<file path="config.mk">
export PLATFORM = sky130hd
export DESIGN_NAME = baudot_shift_encoder
export DESIGN_NICKNAME = d
export VERILOG_FILES = /design/src/hw/rtl/bse_pkg.sv /design/src/hw/rtl/baudot_shift_encoder.sv
export SDC_FILE = /design/constraint.sdc
export NUM_CORES = 1
export LEC_CHECK = 0
export BUFFER_PORTS_ARGS = -buffer_cell sky130_fd_sc_hd__buf_2
export CORE_ASPECT_RATIO = 1.4
export CORE_MARGIN = 2
export CORE_UTILIZATION = 40
export CTS_CLUSTER_SIZE = 30
export DETAILED_ROUTE_END_ITERATION = 6
export SETUP_SLACK_MARGIN = 0.05
export SLEW_MARGIN = 20
export SYNTH_ARGS = -nofsm -noshare
export SYNTH_HDL_FRONTEND = slang
export SYNTH_SLANG_ARGS = --single-unit
export TNS_END_PERCENT = 30
</file>
<file path="constraint.sdc">
create_clock -name clk_i -period 3.6 [get_ports clk_i]
set_input_delay 0 -clock clk_i [delete_from_list [all_inputs] [get_ports clk_i]]
set_output_delay 0 -clock clk_i [all_outputs]
set_load 0.03 [all_outputs]
</file>
<file path="src/hw/rtl/bse_pkg.sv">
// Shared types, code tables and character classifier for the Baudot shift encoder.
`timescale 1ns / 1ps
`default_nettype none

package bse_pkg;

  // Kept teleprinter shift; a value of 3 never arises
  typedef enum logic [1:0] {
    SHIFT_NONE = 2'd0,
    SHIFT_LTRS = 2'd1,
    SHIFT_FIGS = 2'd2
  } shift_e;

  localparam int unsigned CodeW    = 5;
  localparam int unsigned CharW    = 8;
  localparam int unsigned NumLtrs  = 26;
  localparam int unsigned NumDigs  = 10;

  localparam logic [CodeW-1:0] CodeLtrs  = 5'd31;
  localparam logic [CodeW-1:0] CodeFigs  = 5'd27;
  localparam logic [CodeW-1:0] CodeSpace = 5'd4;
  localparam logic [CodeW-1:0] CodeCr    = 5'd2;
  localparam logic [CodeW-1:0] CodeLf    = 5'd8;
  localparam logic [CodeW-1:0] CodeNull  = 5'd0;

  localparam logic [CodeW-1:0] LetterCodes [NumLtrs] = '{
    5'd3, 5'd25, 5'd14, 5'd9, 5'd1, 5'd13, 5'd26, 5'd20, 5'd6, 5'd11, 5'd15, 5'd18, 5'd28,
    5'd12, 5'd24, 5'd22, 5'd23, 5'd10, 5'd5, 5'd16, 5'd7, 5'd30, 5'd19, 5'd29, 5'd21, 5'd17
  };

  localparam logic [CodeW-1:0] DigitCodes [NumDigs] = '{
    5'd22, 5'd23, 5'd19, 5'd1, 5'd11, 5'd16, 5'd21, 5'd7, 5'd6, 5'd24
  };

  // Character code and the shift it needs; SHIFT_NONE means shift-neutral
  typedef struct packed {
    shift_e           need;
    logic [CodeW-1:0] code;
  } char_enc_t;

  function automatic char_enc_t encode_char(input logic [CharW-1:0] c);
    char_enc_t res;
    logic      is_letter;
    res.need  = SHIFT_NONE;
    res.code  = CodeNull;
    is_letter = (c[7:6] == 2'b01) && (c[4:0] >= 5'd1) && (c[4:0] <= 5'd26);
    if (c >= 8'h30 && c <= 8'h39) begin
      res.need = SHIFT_FIGS;
      res.code = DigitCodes[c[3:0]];
    end else if (is_letter) begin
      // upper and lower case share the low five bits
      res.need = SHIFT_LTRS;
      res.code = LetterCodes[c[4:0] - 5'd1];
    end else begin
      unique case (c)
        8'h20: res.code = CodeSpace;
        8'h0D: res.code = CodeCr;
        8'h0A: res.code = CodeLf;
        8'h2C: begin res.need = SHIFT_FIGS; res.code = 5'd12; end
        8'h2E: begin res.need = SHIFT_FIGS; res.code = 5'd28; end
        8'h3A: begin res.need = SHIFT_FIGS; res.code = 5'd14; end
        8'h3B: begin res.need = SHIFT_FIGS; res.code = 5'd30; end
        8'h22: begin res.need = SHIFT_FIGS; res.code = 5'd17; end
        8'h21: begin res.need = SHIFT_FIGS; res.code = 5'd13; end
        8'h2F: begin res.need = SHIFT_FIGS; res.code = 5'd29; end
        8'h2D: begin res.need = SHIFT_FIGS; res.code = 5'd3;  end
        8'h27: begin res.need = SHIFT_FIGS; res.code = 5'd10; end
        8'h28: begin res.need = SHIFT_FIGS; res.code = 5'd15; end
        8'h29: begin res.need = SHIFT_FIGS; res.code = 5'd18; end
        8'h26: begin res.need = SHIFT_FIGS; res.code = 5'd26; end
        8'h23: begin res.need = SHIFT_FIGS; res.code = 5'd20; end
        8'h3F: begin res.need = SHIFT_FIGS; res.code = 5'd25; end
        default: res.code = CodeNull;
      endcase
    end
    return res;
  endfunction

endpackage

`default_nettype wire

</file>
<file path="src/hw/rtl/baudot_shift_encoder.sv">
// Baudot shift encoder: ASCII bytes in, five-bit teleprinter codes out.
//
// Input channel: in_valid_i / in_stall_o carry one ASCII byte per request.
// Output channel: out_valid_o / out_stall_i carry one code per request;
// last_code_o is 0 on a shift code that precedes a character and 1 on the
// character's own code. Letters need the letters shift, digits and
// punctuation the figures shift; the shift code goes out only when the
// kept shift differs. Space, CR, LF and NUL keep the shift; other bytes
// give code 0.
// Data path: a byte lands in the input register and is encoded from there
// into the output register once the output slot is free. Throughput is
// one byte per cycle when no shift code is needed and the receiver does
// not stall; when one is, the single output port sends one code per
// cycle while not stalled, the character's code waiting in a holding
// register and the next byte held in the input register meanwhile.
// Reset empties all registers and sets the kept shift to unknown, so the
// first letter or figure is always preceded by its shift code.
// While the receiver stalls, the output code holds and the input stalls
// once the input register is full.
`timescale 1ns / 1ps
`default_nettype none

module baudot_shift_encoder (
  input  wire logic                        clk_i,
  input  wire logic                        rst_ni,
  input  wire logic                        in_valid_i,
  output logic                             in_stall_o,
  input  wire logic [bse_pkg::CharW-1:0]   ascii_char_i,
  output logic                             out_valid_o,
  input  wire logic                        out_stall_i,
  output logic      [bse_pkg::CodeW-1:0]   baudot_code_o,
  output logic                             last_code_o
);

  logic                        in_vld_q;
  logic [bse_pkg::CharW-1:0]   in_char_q;
  bse_pkg::shift_e             shift_q, shift_d;
  logic                        out_vld_q, out_vld_d;
  logic [bse_pkg::CodeW-1:0]   out_code_q, out_code_d;
  logic                        out_last_q, out_last_d;
  logic                        pend_vld_q, pend_vld_d;
  logic [bse_pkg::CodeW-1:0]   pend_code_q, pend_code_d;

  bse_pkg::char_enc_t          enc;
  logic                        need_shift;
  logic                        out_free;
  logic                        in_take;
  logic                        in_acc;

  // Classify the held byte against the kept shift
  always_comb begin
    enc        = bse_pkg::encode_char(in_char_q);
    need_shift = (enc.need != bse_pkg::SHIFT_NONE) && (enc.need != shift_q);
  end

  // Advance the output slot: drain a pending code first, then a new byte
  always_comb begin
    out_free    = !out_vld_q || !out_stall_i;
    in_take     = out_free && !pend_vld_q && in_vld_q;
    in_acc      = in_valid_i && !in_stall_o;
    out_vld_d   = out_vld_q;
    out_code_d  = out_code_q;
    out_last_d  = out_last_q;
    pend_vld_d  = pend_vld_q;
    pend_code_d = pend_code_q;
    shift_d     = shift_q;
    if (out_free) begin
      if (pend_vld_q) begin
        out_vld_d  = 1'b1;
        out_code_d = pend_code_q;
        out_last_d = 1'b1;
        pend_vld_d = 1'b0;
      end else if (in_vld_q) begin
        out_vld_d = 1'b1;
        if (need_shift) begin
          out_code_d  = (enc.need == bse_pkg::SHIFT_LTRS) ? bse_pkg::CodeLtrs
                                                          : bse_pkg::CodeFigs;
          out_last_d  = 1'b0;
          pend_vld_d  = 1'b1;
          pend_code_d = enc.code;
          shift_d     = enc.need;
        end else begin
          out_code_d = enc.code;
          out_last_d = 1'b1;
        end
      end else begin
        out_vld_d = 1'b0;
      end
    end
  end

  assign in_stall_o    = in_vld_q && !in_take;
  assign out_valid_o   = out_vld_q;
  assign baudot_code_o = out_code_q;
  assign last_code_o   = out_last_q;

  // Hold control state
  always_ff @(posedge clk_i or negedge rst_ni) begin
    if (!rst_ni) begin
      in_vld_q   <= 1'b0;
      out_vld_q  <= 1'b0;
      pend_vld_q <= 1'b0;
      shift_q    <= bse_pkg::SHIFT_NONE;
    end else begin
      in_vld_q   <= in_acc || (in_vld_q && !in_take);
      out_vld_q  <= out_vld_d;
      pend_vld_q <= pend_vld_d;
      shift_q    <= shift_d;
    end
  end

  // Hold payload
  always_ff @(posedge clk_i) begin
    if (in_acc) begin
      in_char_q <= ascii_char_i;
    end
    out_code_q  <= out_code_d;
    out_last_q  <= out_last_d;
    pend_code_q <= pend_code_d;
  end

endmodule

`default_nettype wire
</file>
* Word-level counts from Yosys, hierarchy flattened
Memory sizes are Yosys's and may differ from the RTL's.
Index checks and enable logic that the tools add are counted.
** Storage, ports and cells
- Memory bits (read-only) :: 240
- Bits in latches :: 0
- Bits in registers :: 24
- Memories kept :: 2
- RAM bits :: 0
- Word-level logic and storage cells :: 79
** Operators by class
- Add/subtract/negate cells :: 1
- Bitwise logic cells :: 3
- Reduce and logical (&&, ||, !) cells :: 20
- Mux-type cells :: 19
- $mul :: 0
- Div/mod/pow operators :: 0
- Magnitude comparators :: 6
- Equal/unequal tests :: 20
- Shift-type cells :: 0
** Memory list
- (name not given) :: words 32, bits a word 5, read ports 1, clocked after Yosys merged registers in 0, write ports 0, RTL line bse_pkg.sv:53 : res.code = LetterCodes[c[4:0] - 5'd1];
- (name not given) :: words 16, bits a word 5, read ports 1, clocked after Yosys merged registers in 0, write ports 0, RTL line bse_pkg.sv:49 : res.code = DigitCodes[c[3:0]];
** Operators with widths (count)
- $eq A8 B6 Y1 const B :: 15
- $pmux W5 S17 :: 1
- $mux W5 :: 7
- $eq A8 B4 Y1 const B :: 2
- $mux W7 :: 2
- $reduce_or A14 Y1 :: 1
- $ge A8 B6 Y1 const B :: 1
- $le A8 B6 Y1 const B :: 1
- $logic_and A1 B1 Y1 :: 8
- $mux W1 :: 7
- $ge A6 B6 Y1 const B :: 1
- $not A5 Y6 :: 1
- $ge A5 B1 Y1 const B :: 1
- $ge A5 B5 Y1 const B :: 1
- $le A5 B5 Y1 const B :: 1
- $logic_not A1 Y1 :: 5
- $not A4 Y5 :: 1
- $sub A5 B1 Y5 const B :: 1
- $eq A2 B1 Y1 const B :: 2
- $reduce_and A4 Y1 :: 1
- $reduce_bool A2 Y1 :: 2
- $mux W3 :: 1
- $logic_or A1 B1 Y1 :: 2
- $mux W2 :: 1
- other kinds (3) :: 3

* Longest topological paths before layout
Gate-level depths: netlist of run 1.
- Depth after elaboration :: 12
- Mapped depth :: 11
- Mapped depth without buffers :: 10

* Worst setup path after synthesis of run 1
OpenSTA, ideal clock, no wires.
- Path type :: reg2reg
- Start :: register in_char_q[0] in the netlist's numbering
- End :: register out_code_q, in the netlist baudot_code_o[2], data pin
- Arrival time :: 2502 ps
- Clock period less this slack :: 2763 ps
- Library setup time :: 261 ps
- Required time :: 3339 ps
- Stages on the path, launching flop included :: 12
- Path slack :: 837 ps
- Cells stage by stage :: edfxtp_1 -> inv_1 -> ha_1 -> buf_4 -> inv_1 -> ha_1 -> clkinv_1 -> nor2_1 -> a21oi_1 -> o2111ai_1 -> o211ai_1 -> o311a_1
** RTL lines
- start, declared :: RTL line baudot_shift_encoder.sv:36 : logic [bse_pkg::CharW-1:0] in_char_q;
- start signal, assigned :: RTL line baudot_shift_encoder.sv:115 : in_char_q <= ascii_char_i;
- end signal, assigned :: RTL line baudot_shift_encoder.sv:117 : out_code_q <= out_code_d;
- end, declared :: RTL line baudot_shift_encoder.sv:39 : logic [bse_pkg::CodeW-1:0] out_code_q, out_code_d;

==> results by group, run 1 <==
Yosys
  – Synth Cell Area: roughly 0.002 mm^2
  – Cells after Synth: 216
  – Main synth FF type: edfxtp_1
  – Yosys warning total: 0
  – FFs w/ async S/R, synth: 0.208
  – Synth Net Count: around 240
  – Cell variety after synth: 66
  – Syn_area_per_cell: 9.47 um^2
  – Seq cells post-synth: 24
  – Number of synthesized flops with an enable pin: 19
  – Sequential share of the synthesized area: 0.340

Timing
  – Final setup margin: 568 ps
  – Period utilisation layout: 0.842
  – Fin crit period: slightly above 3000 ps
  – Slew margin rel.: 0.400
  – Setup TNS: 0 ps
  – Setup violators final: 0
  – Final Hold Violating Endpoints: 0
  – Slew @ Worst Pin: 900 ps
  – Unrepaired setup endpoints after global routing: false
  – Worst Skew: between 6 and 7 ps
  – Fmax: roughly 330 MHz
  – Fin. max-slew vios: 0

Hold path
  – Worst Hold Depth: 3
  – Worst hold path type: input port to register
  – Hold worst-path end: pend_vld_q
  – Hold_sp: out_stall_i

Setup path
  – CP Cell Sequence: inv_1 -> ha_1 -> inv_1 -> ha_1 -> clkinv_1 -> nor2_1 -> a21oi_1 -> o2111ai_1 -> o211ai_1 -> o311a_1
  – Worst path slowest cell: edfxtp_1
  – R2r startpoint: in_char_q[1]
  – Critical path arrival: 3050 ps
  – R2r setup slk: 570 ps
  – CP startpoint kind: register
  – Critical R2R Capture: baudot_code_o[2]
  – Max incr delay on CP: around 470 ps
  – Crit Path Class: register to register
  – Critical Path RT: between 3000 and 4000 ps
  – CP endpoint kind: register
  – Reg2reg path depth: 10
  – Critical-path maximum fanout: 10
  – Worst setup startpoint: in_char_q[1]

Run status
  – Status: finished, final reports clean

Final layout
  – Commonest non-fill, non-tap cells in the layout: edfxtp_1 (19), buf_2 (19), nor2_1 (17)
  – Antenna fix cells: 0
  – Final core occ: 0.480
  – Final #Nets: about 260
  – Area grow syn2layout: 14.6%
  – Final Cell Area: 0.00234 mm^2
  – Proportion of layout cells with a drive suffix above 1: 0.183

Placed design
  – Post-Place Setup Slack: 599 ps
  – RePlAce Congestion: 0.883
  – Hpwl dp: 3610 um
  – Port Buf Inserts: 19
  – Placed cell area: 0.00217 mm^2

Floorplan
  – Die width: 64.4 um
  – Die Height: 88.6 um
  – Site Rows: 30
  – Die area: 0.00571 mm^2
  – Starting Density: 0.419
  – Io pins: 20
  – Core footprint: a little under 0.005 mm^2

CTS
  – Clock transition at path regs: 90 ps
  – Clock buffer count from CTS: 3
  – Clock Root Buffer: clkbuf_8
  – Post-CTS Setup Inserts: 0
  – Clock Sinks: 24
  – Clock Latency Late Sink: 270 ps
  – Htree depth: 1
  – CTS Buffer Depth: 2
  – CTS tree: built
  – # hold bufs at CTS: 10
  – Post_cts resized: 0

Global routing
  – Antenna violations before repair: 0
  – Largest net degree at the start of global routing: 26
  – Global Route Usage Sum: 0.176
  – Total grt overflow: 0
  – First-pass GRT wire length: 7720 um
  – Vias in the first global route: 1583

Power
  – Sw Ratio: 0.359
  – Peak supply drop: 0.000185 V
  – Logic gate share of total power: 0.398
  – Psw: 380 uW
  – Static Leakage: 0.000875 uW
  – PD cells: around 450 mW/mm^2
  – Sequential share of power: 0.379
  – Internal Pwr Total: approximately 680 uW
  – Clk pwr share: 0.224

Drt
  – Routed vias/inst: about 5.7
  – Vias: 1720
  – First-pass iteration count of the detailed router: 5
  – DRT iter0 DRCs: 106
  – Final ANT Viol Nets: 0
  – Residual DRC: 0
  – Drt total wl: ~4700 um
  – Routed len/inst: 15.6 um

Run
  – Max-cap viol count: 0
[synthesized netlist by cell type (3+ instances only)]
cell type,number,share of area
nand3_1,6,0.015
inv_1,7,0.013
edfxtp_1,19,0.28
o211ai_1,6,0.022
a21o_1,3,0.011
nand2b_1,11,0.034
o21ai_1,3,0.0073
nand2_1,12,0.022
a21oi_1,16,0.039
a21oi_2,3,0.013
o22a_1,4,0.017
dfrtp_1,5,0.061
buf_4,3,0.011
nor2_1,17,0.031
nor2b_1,6,0.018
o21ai_0,11,0.027
buf_2,3,0.0073
ha_1,11,0.067
clkbuf_1,5,0.0092
nor3_1,3,0.0073
xnor2_1,4,0.017
[worst max path at each step]
stage	endpoint	slack, ps	depth (start not counted)
finish	baudot_code_o[2]	570	10
global route	baudot_code_o[2]	350	10
CTS	baudot_code_o[2]	580	10
detailed placement	baudot_code_o[2]	600	10
global placement	baudot_code_o[2]	720	10
floorplan	baudot_code_o[2]	840	11
[state kept, by name, indices dropped and copies added (netlist names)]
name	cells
pend_code_q	5
baudot_code_o	5
in_vld_q	1
last_code_o	1
shift_q	2
pend_vld_q	1
in_char_q	8
out_valid_o	1
[worst max-delay path: cells and delay by family (launching register included)]
| family | cells | cell delay (ps) |
|---|---|---|
| adders and majority gates | 2 | 810 |
| AOI/OAI and AO/OA | 4 | 710 |
| buffers and inverters | 3 | 590 |
| DFF | 1 | 470 |
| and+or+nand+nor | 1 | 190 |
[layer usage]
layer | up-vias | part of all wire | GRT usage
met2 | 43 | 0.53 | 0.317
met4 | 0 | 0.023 | 0.0735
met5 | - | 0 | 0
met1 | 801 | 0.42 | 0.218
met3 | 8 | 0.029 | 0.0115
li1 | 868 | - | -
[logic make-up after synthesis]
group / count (synthesis) / share of synthesized area
and+or+nand+nor: 68 / 0.177
DFF: 24 / 0.340
xor gates and xnor gates: 6 / 0.0441
muxes: 3 / 0.0171
AOI/OAI and AO/OA: 81 / 0.297
buffers and inverters: 23 / 0.0569
adders and majority gates: 11 / 0.0673
[area by class of cell]
cell class | count | area (um^2)
timing repair buffer | 33 | 225
sequential | 24 | 696
tap | 64 | 80.1
inverter | 10 | 37.5
clock buffer | 3 | 41.3
multi-input combinational | 169 | 1230
fill | 491 | 2540
clock inverter | 1 | 30.0
[stage by stage]
stage          hold slack [ps]  std cells  total power [uW]
6_report                  6.26        304              1060
5_1_grt                   2.98        304              1120
4_1_cts                   2.33        304              1070
3_5_place_dp              -179        290               821
2_1_floorplan             -296        216               727
3_3_place_gp              -181        290               821
[power groups by stage]
stage / clock network, uW / registers [uW] / logic (uW)
final: 237 / 402 / 422
after global routing: 255 / 408 / 460
after CTS: 245 / 402 / 422
after detailed placement: 0 / 409 / 413
after global placement: 0 / 408 / 413
after floorplan: 0 / 441 / 286
Power figures use the tool's default switching activity.
==> inputs of run 2 (changes only) <==
==> constraint.sdc (replaced) <==
create_clock -name clk_i -period 2.7 [get_ports clk_i]
set_input_delay 0 -clock clk_i [delete_from_list [all_inputs] [get_ports clk_i]]
set_output_delay 0 -clock clk_i [all_outputs]
set_load 0.03 [all_outputs]
==> run 2 against run 1 <==
  * Register-to-register slack got worse by 370 ps
  * Combinational power rose by 45%
  * Sequential share of layout area fell by 1.7 points
  * Non-clock buffer count rose by 18
  * Sequential cell count did not move
  * Critical path depth shrank 2
  * Clock skew shrank 4.2 ps
  * Largest power group unchanged
==> results by group, run 2 (synthesis results as in run 1) <==
Run status
  – Status: finished, final reports clean

Floorplan
  – Starting Density: 0.419 (unchanged)
  – Die width: 64.4 um (unchanged)
  – Core footprint: 0.00488 mm^2 (unchanged)
  – Io pins: 20 (unchanged)
  – Die area: 0.00571 mm^2 (unchanged)
  – Site Rows: 30 (unchanged)
  – Die Height: 88.6 um (unchanged)

Final layout
  – Leading cell type in the layout, fill and taps excluded: buf_4
  – Largest register FFs: 8 (unchanged)
  – Antenna fix cells: 0 (unchanged)
  – Final #Nets: 282 (+6.8%)
  – Biggest register: in_char_q
  – Proportion of layout cells with a drive suffix above 1: 0.248 (+0.0647)
  – Commonest non-fill, non-tap cells in the layout: buf_4 (21), edfxtp_1 (19), buf_2 (19)
  – Area grow syn2layout: 21.5%

Drt
  – Vias: 1816 (+5.6%)
  – Residual DRC: 0 (unchanged)
  – First-pass iteration count of the detailed router: 4 (-1)
  – DRT iter0 DRCs: 105 (-0.94%)
  – Routed vias/inst: 5.64 (-0.32%)
  – Drt total wl: 4990 um (+5.3%)
  – Final ANT Viol Nets: 0 (unchanged)
  – Routed len/inst: 15.5 um (-0.54%)

Global routing
  – Largest net degree at the start of global routing: 26 (unchanged)
  – First-pass GRT wire length: 8160 um (+5.7%)
  – Total grt overflow: 0 (unchanged)
  – Antenna violations before repair: 0 (unchanged)
  – Global Route Usage Sum: 0.183 (+0.00723)
  – Vias in the first global route: 1720 (+8.7%)

Setup path
  – Worst setup startpoint: in_char_q[0]
  – R2r startpoint: in_char_q[0]
  – R2r setup slk: 200 ps (-370 ps)
  – Critical Path RT: 2730 ps (-890 ps)
  – Critical path arrival: 2530 ps (-520 ps)
  – Crit Path Class: register to register
  – CP startpoint kind: register
  – CP endpoint kind: register
  – Critical R2R Capture: baudot_code_o[4]
  – Critical-path maximum fanout: 10 (unchanged)
  – Reg2reg path depth: 8 (-2)

Power
  – Logic gate share of total power: 0.419 (+0.021)
  – Static Leakage: 0.000964 uW (+10%)
  – Sw Ratio: 0.356 (-0.00260)
  – Peak supply drop: 0.000267 V (+44%)
  – PD cells: 587 mW/mm^2 (+30%)
  – Psw: 519 uW (+36%)
  – Sequential share of power: 0.363 (-0.016)
  – Clk pwr share: 0.217 (-0.007)
  – Tot Pwr: 1460 uW (+37%)
  – Internal Pwr Total: 938 uW (+38%)

Hold path
  – Worst hold path type: input port to async pin

Placed design
  – Hpwl dp: 3850 um (+6.5%)
  – RePlAce Congestion: 0.895 (+1.4%)
  – Port Buf Inserts: 19 (unchanged)

CTS
  – Htree depth: 1 (unchanged)
  – Clock buffer count from CTS: 3 (unchanged)
  – Clock Latency Late Sink: 260 ps (about the same)
  – CTS Buffer Depth: 2 (unchanged)
  – CTS tree: built
  – Clock Root Buffer: clkbuf_8
  – Clock Sinks: 24 (unchanged)
  – Clock transition at path regs: 90 ps (about the same)

Timing
  – Final Hold Violating Endpoints: 0 (unchanged)
  – Fin. max-slew vios: 0 (unchanged)
  – Fmax: 400 MHz (+21%)
  – Fin crit period: 2500 ps (-531 ps)
  – Period utilisation layout: 0.927 (+0.0842)
  – Setup violators final: 0 (unchanged)
  – Unrepaired setup endpoints after global routing: false
  – Slew margin rel.: 0.600 (+0.200)
  – Slew @ Worst Pin: 600 ps (-300 ps)
  – Setup TNS: 0 ps (unchanged)
  – Worst Skew: 2.74 ps (-4.15 ps)

Run
  – Max-cap viol count: 0 (unchanged)
## run 2: changes by cell type in the layout (fill, tap and decap cells not counted)
cell,change
inv_1,-2
clkinv_2,+1
buf_4,+17
inv_2,+1
dlygate4sd3_1,+1
clkinv_1,-1
inv_4,+1
## run 2: layout make-up
type                            instances  area (um^2)
Tap cell                               64         80.1
Timing Repair Buffer                   51          363
Multi-Input combinational cell        169         1230
Sequential cell                        24          696
Clock buffer                            3         41.3
Clock inverter                          1         30.0
Inverter                               10         41.3
Fill cell                             479         2400
## run 2: power groups by stage
stage | registers [uW] | logic [uW] | clock network, uW
floorplan | 588 | 382 | 0
global placement | 538 | 594 | 0
detailed placement | 539 | 590 | 0
CTS | 530 | 604 | 322
global route | 539 | 665 | 333
finish | 529 | 611 | 317
## run 2: worst max-delay path, stage by stage, from the launching register on
cell and delay (ps):
edfxtp_1 460, buf_4 220, ha_1 330, mux2_4 310
a2111oi_2 380, o32a_1 190, a211oi_1 60, a21o_1 180
o22a_1 150
## run 2: worst max path at each step
stage | cells past startpoint | endpoint
global placement | 8 | pend_code_q[0]
detailed placement | 9 | baudot_code_o[2]
CTS | 9 | baudot_code_o[2]
floorplan | 11 | baudot_code_o[2]
global route | 10 | baudot_code_o[2]
finish | 8 | baudot_code_o[4]
## run 2: what timing repair did
action                                  CTS  global route
setup buffers                             0             2
endpoints found under the hold margin    15             0
hold buffers                             11             0
gates resized for setup                   0             2
endpoints found under the setup margin    0             7
## run 2: metal layers
layer	part of all wire	vias to the layer above	routed length, um	GRT usage
met2	0.53	60	2640	0.348
met5	0	-	0	0
met1	0.41	846	2040	0.218
li1	-	900	-	-
met3	0.038	10	188	0.0127
met4	0.024	0	118	0.0619
## run 2: through the flow
step	cells	util	setup WS, ps	instance area, um^2	hold slack, ps
2_1_floorplan	216	-	87.5	2050	-296
3_3_place_gp	305	0.468	174	2280	-181
3_5_place_dp	305	0.468	125	2280	-179
4_1_cts	320	0.505	118	2470	63.1
5_1_grt	322	0.509	51.8	2480	91.2
6_report	322	0.509	198	2480	71.5
